===== src/hdl/tcw_pkg.sv =====
// shared types and constants of the text console writer
package tcw_pkg;

  localparam logic [1:0] FUNC_PUT   = 2'd0;
  localparam logic [1:0] FUNC_CLEAR = 2'd1;
  localparam logic [1:0] FUNC_READ  = 2'd2;

  localparam logic [7:0] BLANK_CHAR   = 8'h20;
  localparam logic [7:0] PLAIN_ATTR   = 8'h07;
  localparam logic [7:0] NEWLINE_CODE = 8'h0A;

  localparam logic [15:0] BLANK_CELL = {PLAIN_ATTR, BLANK_CHAR};

  typedef struct packed {
    logic accept;
    logic sweep_start;
    logic blank_wr;
    logic put_step;
    logic home;
    logic read_start;
    logic scroll_step;
    logic blank_row_start;
    logic load_out;
  } cmd_t;

  typedef struct packed {
    logic [1:0] func;
    logic       read_ok;
    logic       put_wraps;
    logic       ptr_last;
    logic       scroll_last;
    logic       out_free;
  } status_t;

endpackage


===== src/hdl/tcw_ctrl.sv =====
// sequencer of the text console writer
module tcw_ctrl (
  input  logic             clk,
  input  logic             rst,
  input  logic             in_valid,
  output logic             in_stall,
  input  tcw_pkg::status_t status,
  output tcw_pkg::cmd_t    cmd
);

  import tcw_pkg::*;

  typedef enum logic [3:0] {
    S_INIT, S_IDLE, S_DECODE, S_CLEAR, S_SCROLL, S_DRAIN, S_BLANK, S_READ, S_RESULT
  } state_t;

  state_t state, state_next;

  always_comb begin
    cmd = '0;
    state_next = state;
    case (state)
      S_INIT: begin
        cmd.blank_wr = 1'b1;
        if (status.ptr_last) state_next = S_IDLE;
      end
      S_IDLE: begin
        if (in_valid) begin
          cmd.accept = 1'b1;
          state_next = S_DECODE;
        end
      end
      S_DECODE: begin
        case (status.func)
          FUNC_PUT: begin
            cmd.put_step = 1'b1;
            if (status.put_wraps) begin
              cmd.sweep_start = 1'b1;
              state_next = S_SCROLL;
            end else begin
              state_next = S_RESULT;
            end
          end
          FUNC_CLEAR: begin
            cmd.home = 1'b1;
            cmd.sweep_start = 1'b1;
            state_next = S_CLEAR;
          end
          FUNC_READ: begin
            cmd.read_start = 1'b1;
            state_next = status.read_ok ? S_READ : S_RESULT;
          end
          default: state_next = S_RESULT;
        endcase
      end
      S_CLEAR: begin
        cmd.blank_wr = 1'b1;
        if (status.ptr_last) state_next = S_RESULT;
      end
      S_SCROLL: begin
        cmd.scroll_step = 1'b1;
        if (status.scroll_last) state_next = S_DRAIN;
      end
      S_DRAIN: begin
        cmd.blank_row_start = 1'b1;
        state_next = S_BLANK;
      end
      S_BLANK: begin
        cmd.blank_wr = 1'b1;
        if (status.ptr_last) state_next = S_RESULT;
      end
      S_READ: state_next = S_RESULT;
      S_RESULT: begin
        if (status.out_free) begin
          cmd.load_out = 1'b1;
          state_next = S_IDLE;
        end
      end
      default: state_next = S_IDLE;
    endcase
  end

  always_ff @(posedge clk) begin
    if (rst) begin
      state <= S_INIT;
      in_stall <= 1'b1;
    end else begin
      state <= state_next;
      in_stall <= (state_next != S_IDLE);
    end
  end

endmodule


===== config.mk =====
export PLATFORM = sky130hd
export DESIGN_NAME = tcw_ctrl
export DESIGN_NICKNAME = d
export VERILOG_FILES = /design/src/hdl/tcw_pkg.sv /design/src/hdl/tcw_ctrl.sv
export SDC_FILE = /design/constraint.sdc
export NUM_CORES = 1
export LEC_CHECK = 0
export BUFFER_PORTS_ARGS = -buffer_cell sky130_fd_sc_hd__buf_2
export CAP_MARGIN = 0
export CORE_AREA = 2 2 39 41
export CTS_CLUSTER_DIAMETER = 120
export DETAILED_ROUTE_END_ITERATION = 10
export DIE_AREA = 0 0 41 43
export PLACE_DENSITY = 0.65
export SLEW_MARGIN = 20
export SYNTH_ARGS = -nofsm -noshare
export SYNTH_HDL_FRONTEND = slang
export SYNTH_SLANG_ARGS = --single-unit

===== constraint.sdc =====
create_clock -name clk -period 2.9 [get_ports clk]
set_input_delay 0.58 -clock clk [delete_from_list [all_inputs] [get_ports clk]]
set_output_delay 0.58 -clock clk [all_outputs]
set_load 0.1 [all_outputs]

## Word-level counts from Yosys, hierarchy flattened

Index checks and enable logic that the tools add are counted.

| storage, ports and cells | value |
|---|---|
| bits in registers | 5 |
| latch bits | 0 |
| memory bits (writable) | 0 |
| memory bits (read-only) | 0 |
| output and inout port bits | 10 |
| word-level logic and storage cells | 40 |
| memories | 0 |

| operators by class | value |
|---|---|
| $add $sub $neg | 0 |
| $mul | 0 |
| div/mod/pow operators | 0 |
| $lt $le $gt $ge | 0 |
| equal/unequal tests | 11 |
| shift-type cells | 0 |
| muxes and demuxes | 23 |
| bitwise logic cells | 0 |
| reduce and logical (&&, ||, !) cells | 4 |

Operators with widths:

| kind | count |
|---|---|
| $pmux 4 s8 | 1 |
| $mux 4 | 7 |
| $eq 4x3->1 const B | 4 |
| $mux 1 | 12 |
| $pmux 4 s3 | 1 |
| $eq 4x2->1 const B | 2 |
| $eq 4x1->1 const B | 1 |
| $eq 4x4->1 const B | 1 |
| $logic_not 4->1 | 1 |
| $ne 4x1->1 const B | 1 |
| $mux 3 | 1 |
| $reduce_or 3->1 | 1 |
| $eq 2x1->1 const B | 1 |
| $eq 2x2->1 const B | 1 |
| $logic_not 2->1 | 1 |
| $pmux 1 s2 | 1 |
| $reduce_or 2->1 | 1 |

## Longest topological paths before layout

| logic depth | value |
|---|---|
| depth after elaboration | 4 |
| mapped depth | 5 |

## Worst setup path before layout

OpenSTA, ideal clock, no wires.

| timing path | value |
|---|---|
| path kind | flip-flop to output port |
| start point | register state[0] |
| end point | output port cmd[3] in the netlist's numbering |
| arrival | 3.227 ns |
| slack | -0.907 ns |
| stages on the path, launching flop included | 4 |
| path through | dfxtp_1 or4b_1 buf_2 nor3b_1 |

RTL lines:

| element | RTL line | source |
|---|---|---|
| from (decl) | tcw_ctrl.sv:17 | `state_t state, state_next;` |
| from (signal assigned) | tcw_ctrl.sv:88 | `state <= state_next;` |
| to (decl) | tcw_ctrl.sv:8 | `output tcw_pkg::cmd_t cmd` |

==> metrics.txt <==
# TYPE chip_impl_metric gauge
chip_impl_info{name="crit_start",value="state[1]$_SDFF_PP0_"} 1
chip_impl_info{name="crit-reg2reg-launch",value="state[1]$_SDFF_PP0_"} 1
chip_impl_info{name="cts_tree",value="done"} 1
chip_impl_info{name="rr_endpoint",value="in_stall$_SDFF_PP1_"} 1
chip_impl_info{name="critical_path_class",value="flop to primary output"} 1
chip_impl_metric{name="hpwl_after_detailed_placement",unit="um"} 909
chip_impl_metric{name="diodes",unit=""} 0
chip_impl_metric{name="cts_resized",unit=""} 0
chip_impl_metric{name="grt_first_pass_wirelength",unit="um"} 1940
chip_impl_metric{name="p_per_area",unit="nW/um^2"} 491
chip_impl_metric{name="rrSetupSlack",unit="ns"} 1.10
chip_impl_metric{name="drive_above_1_share",unit=""} 0.424
chip_impl_metric{name="p_int",unit="uW"} 176
chip_impl_info{name="outcome",value="complete, no violations"} 1
chip_impl_metric{name="yosysWarningCount",unit=""} 0
chip_impl_metric{name="clk_path_buf_depth",unit=""} 2
chip_impl_metric{name="maxSlewViolCount",unit=""} 0
chip_impl_metric{name="ant_nets",unit=""} 0
chip_impl_metric{name="static-leakage-power",unit="uW"} 0.000291
chip_impl_info{name="synthMostInstantiatedCell",value="sky130_fd_sc_hd__nor2_1"} 1
chip_impl_metric{name="seq_power_share",unit=""} 0.250
chip_impl_metric{name="tritoncts.num_buffers",unit=""} 3
chip_impl_metric{name="multi_input_comb_area",unit="um^2"} 413
chip_impl_metric{name="place_worst_setup_slack",unit="ns"} 0.449
chip_impl_metric{name="layout.filler_cells",unit=""} 145
chip_impl_metric{name="report.final.setup_viol",unit=""} 0
chip_impl_metric{name="gate_count_after_technology_mapping",unit=""} 67
chip_impl_metric{name="setup_total_negative_slack",unit="ns"} 0
chip_impl_metric{name="placement.io_buffers",unit=""} 19
chip_impl_metric{name="gr-usage-all-layers",unit=""} 0.160
chip_impl_info{name="cp-start-kind",value="flop"} 1
chip_impl_metric{name="worst_ir_drop_vdd",unit="V"} 0.000328
chip_impl_metric{name="cts.htree.levels",unit=""} 1
chip_impl_info{name="rsz0062_at_grt",value="false"} 1
chip_impl_metric{name="synthesis.nets",unit=""} 77
chip_impl_metric{name="cts.reportedPaths.clkPinSlew",unit="ns"} 0.05
chip_impl_metric{name="netlist.area_leader.share",unit=""} 0.196
chip_impl_info{name="synth-main-ff-cell",value="sky130_fd_sc_hd__dfxtp_1"} 1
chip_impl_metric{name="layout_worst_path_cycle_share",unit=""} 0.935
chip_impl_metric{name="ff_latch_area",unit="um^2"} 100
chip_impl_info{name="synth_top_cell_by_area",value="sky130_fd_sc_hd__dfxtp_1"} 1
chip_impl_metric{name="cts.sinks",unit=""} 5
chip_impl_metric{name="antenna_found_initial",unit=""} 0
chip_impl_metric{name="synth_area_per_cell",unit="um^2"} 7.64
chip_impl_metric{name="initialDrtViolationCount",unit=""} 7
chip_impl_metric{name="p_sw",unit="uW"} 157
chip_impl_metric{name="rows",unit=""} 14
chip_impl_info{name="synth_top_cells_by_area",value="sky130_fd_sc_hd__dfxtp_1 20%, sky130_fd_sc_hd__nor3b_1 7.3%, sky130_fd_sc_hd__nor3_1 6.8%, sky130_fd_sc_hd__nor2b_1 6.1%, sky130_fd_sc_hd__nor2_1 5.9%"} 1
chip_impl_metric{name="netSwitchingFraction",unit=""} 0.472
chip_impl_metric{name="route.detailed.drc",unit=""} 0
chip_impl_metric{name="timing_hold_violations_final",unit=""} 0
chip_impl_metric{name="grt_start_max_net_pins",unit=""} 16
chip_impl_info{name="worst_hold_path_type",value="input pin to flop"} 1
chip_impl_metric{name="number_of_distinct_standard_cells_referenced_by_the_synthesized_netlist",unit=""} 32
chip_impl_metric{name="vias_in_the_first_global_route",unit=""} 455
chip_impl_info{name="synth_top_cells_by_count",value="8 x sky130_fd_sc_hd__nor2_1, 7 x sky130_fd_sc_hd__nor3_1, 5 x sky130_fd_sc_hd__dfxtp_1, 5 x sky130_fd_sc_hd__nor2b_1, 5 x sky130_fd_sc_hd__nor3b_1"} 1
chip_impl_metric{name="ff2ff_path_depth",unit=""} 4
chip_impl_metric{name="timing.final.crit_period",unit="ns"} 2.71
chip_impl_metric{name="relSlewSlack",unit=""} 0.677
chip_impl_metric{name="critical_path_peak_fanout",unit=""} 12
chip_impl_metric{name="layout-area-overhead-vs-synth",unit="%"} 32.3
chip_impl_metric{name="clkPwrFrac",unit=""} 0.245
chip_impl_metric{name="die_h",unit="um"} 43
chip_impl_info{name="root_buffer",value="sky130_fd_sc_hd__clkbuf_4"} 1
chip_impl_metric{name="floorplan.die_area",unit="um^2"} 1760
chip_impl_metric{name="synth_seq_area_share",unit=""} 0.196
chip_impl_metric{name="critPathArrivalTime",unit="ns"} 2.13
chip_impl_metric{name="final.setup.worst_slack",unit="ns"} 0.189
chip_impl_info{name="critical_path.endpoint",value="cmd[3]"} 1
chip_impl_metric{name="finalNetCount",unit=""} 96
chip_impl_metric{name="coreArea",unit="um^2"} 1380
chip_impl_metric{name="totalWireLength",unit="um"} 1190
chip_impl_metric{name="cts_setup_buffers",unit=""} 0
chip_impl_metric{name="cts_hold_buffers",unit=""} 0
chip_impl_metric{name="placed_cell_areas",unit="um^2"} 651
chip_impl_metric{name="initial_core_util",unit=""} 0.370
chip_impl_metric{name="ys_async_sr_fraction",unit=""} 0
chip_impl_metric{name="synth-seq-cells",unit=""} 5
chip_impl_metric{name="vias_per_cell",unit=""} 5.42
chip_impl_metric{name="clk-insertion-delay-late",unit="ns"} 0.24
chip_impl_metric{name="final_design_instance_area_without_fill",unit="um^2"} 677
chip_impl_metric{name="worst-slew-pin-transition",unit="ns"} 0.488
chip_impl_metric{name="die-width",unit="um"} 41
chip_impl_metric{name="p_comb_frac",unit=""} 0.505
chip_impl_metric{name="router_iterations_before_antenna_repair",unit=""} 4
chip_impl_metric{name="routed_wire_length_per_instance",unit="um"} 11.8
chip_impl_metric{name="cap_viol_max_count",unit=""} 0
chip_impl_metric{name="critPathRequiredTime",unit="ns"} 2.32
chip_impl_metric{name="synth_area",unit="um^2"} 512
chip_impl_metric{name="aggregate_global_routing_overflow",unit=""} 0
chip_impl_metric{name="detailroute.via_count",unit=""} 547
chip_impl_info{name="critical_path.endpoint_type",value="primary output"} 1
chip_impl_metric{name="gp_congestion",unit=""} 0.687
chip_impl_metric{name="io-pin-count",unit=""} 20
chip_impl_metric{name="achievable-frequency",unit="GHz"} 0.369
chip_impl_metric{name="synth-edff-count",unit=""} 0
chip_impl_metric{name="clock_skew",unit="ns"} 0.00250
-- area by class of cell --
class / instances / share of cell area
Clock buffer: 4 / 0.0388
Inverter: 2 / 0.0111
Multi-Input combinational cell: 53 / 0.610
Sequential cell: 5 / 0.148
Tap cell: 16 / 0.0296
Timing Repair Buffer: 21 / 0.163
-- power groups by stage --
| stage | Combinational [uW] | Clock (uW) | Sequential (uW) |
|---|---|---|---|
| after floorplan | 121 | 0 | 102 |
| after global placement | 167 | 0 | 84.2 |
| after detailed placement | 168 | 0 | 83.9 |
| after CTS | 169 | 84.5 | 83.0 |
| after global routing | 179 | 88.6 | 84.5 |
| final | 168 | 81.4 | 83.1 |
-- cell families after synthesis --
family | Yosys count | share of synthesized area
AOI/OAI and AO/OA | 15 | 0.284
muxes | 1 | 0.0196
DFF | 5 | 0.196
and+or+nand+nor | 37 | 0.425
buffers and inverters | 9 | 0.0758
-- per-layer routing --
layer | global-route usage | routed length, um | vias to the layer above
li1 | - | - | 283
met1 | 0.220 | 573 | 256
met2 | 0.228 | 588 | 8
met3 | 0.0314 | 31 | 0
met4 | 0.0800 | 0 | 0
met5 | 0 | 0 | -
-- critical path, stage by stage (launching register included) --
cell and delay (ns):
sky130_fd_sc_hd__dfxtp_1 0.55, sky130_fd_sc_hd__or4b_1 0.67, sky130_fd_sc_hd__nor3b_2 0.23, sky130_fd_sc_hd__buf_2 0.44
-- cell usage in the layout, fill, tap and decap left out, drive strengths merged, types with 2 or more instances in the layout --
cell type / instances
buf: 21
nor2b: 5
nand2b: 2
a221oi: 2
nor2: 8
nor3: 7
inv: 2
nor3b: 5
dfxtp: 5
clkbuf: 4
o211a: 2
a22oi: 2
a21oi: 3
-- state kept, by name, indices dropped and copies added, names as in the netlist --
register / flops
state: 4
in_stall: 1
-- per-stage QoR --
step                      std cells  hold slack [ns]  utilization  total power [uW]
after floorplan                  67            0.652            -               223
after global placement           97            0.799        0.470               251
after detailed placement         97            0.807        0.470               252
after CTS                       101            0.553        0.489               337
after global routing            101            0.565        0.489               352
final                           101            0.557        0.489               332
-- how the worst min path moves through the flow --
stage,start,cells after the start,end
floorplan,rst,1,state[0]$_SDFF_PP0_
global placement,rst,2,state[3]$_SDFF_PP0_
detailed placement,rst,2,state[3]$_SDFF_PP0_
CTS,rst,2,state[3]$_SDFF_PP0_
global route,rst,2,state[0]$_SDFF_PP0_
finish,rst,2,state[0]$_SDFF_PP0_
(Power assumes the default switching activity.)
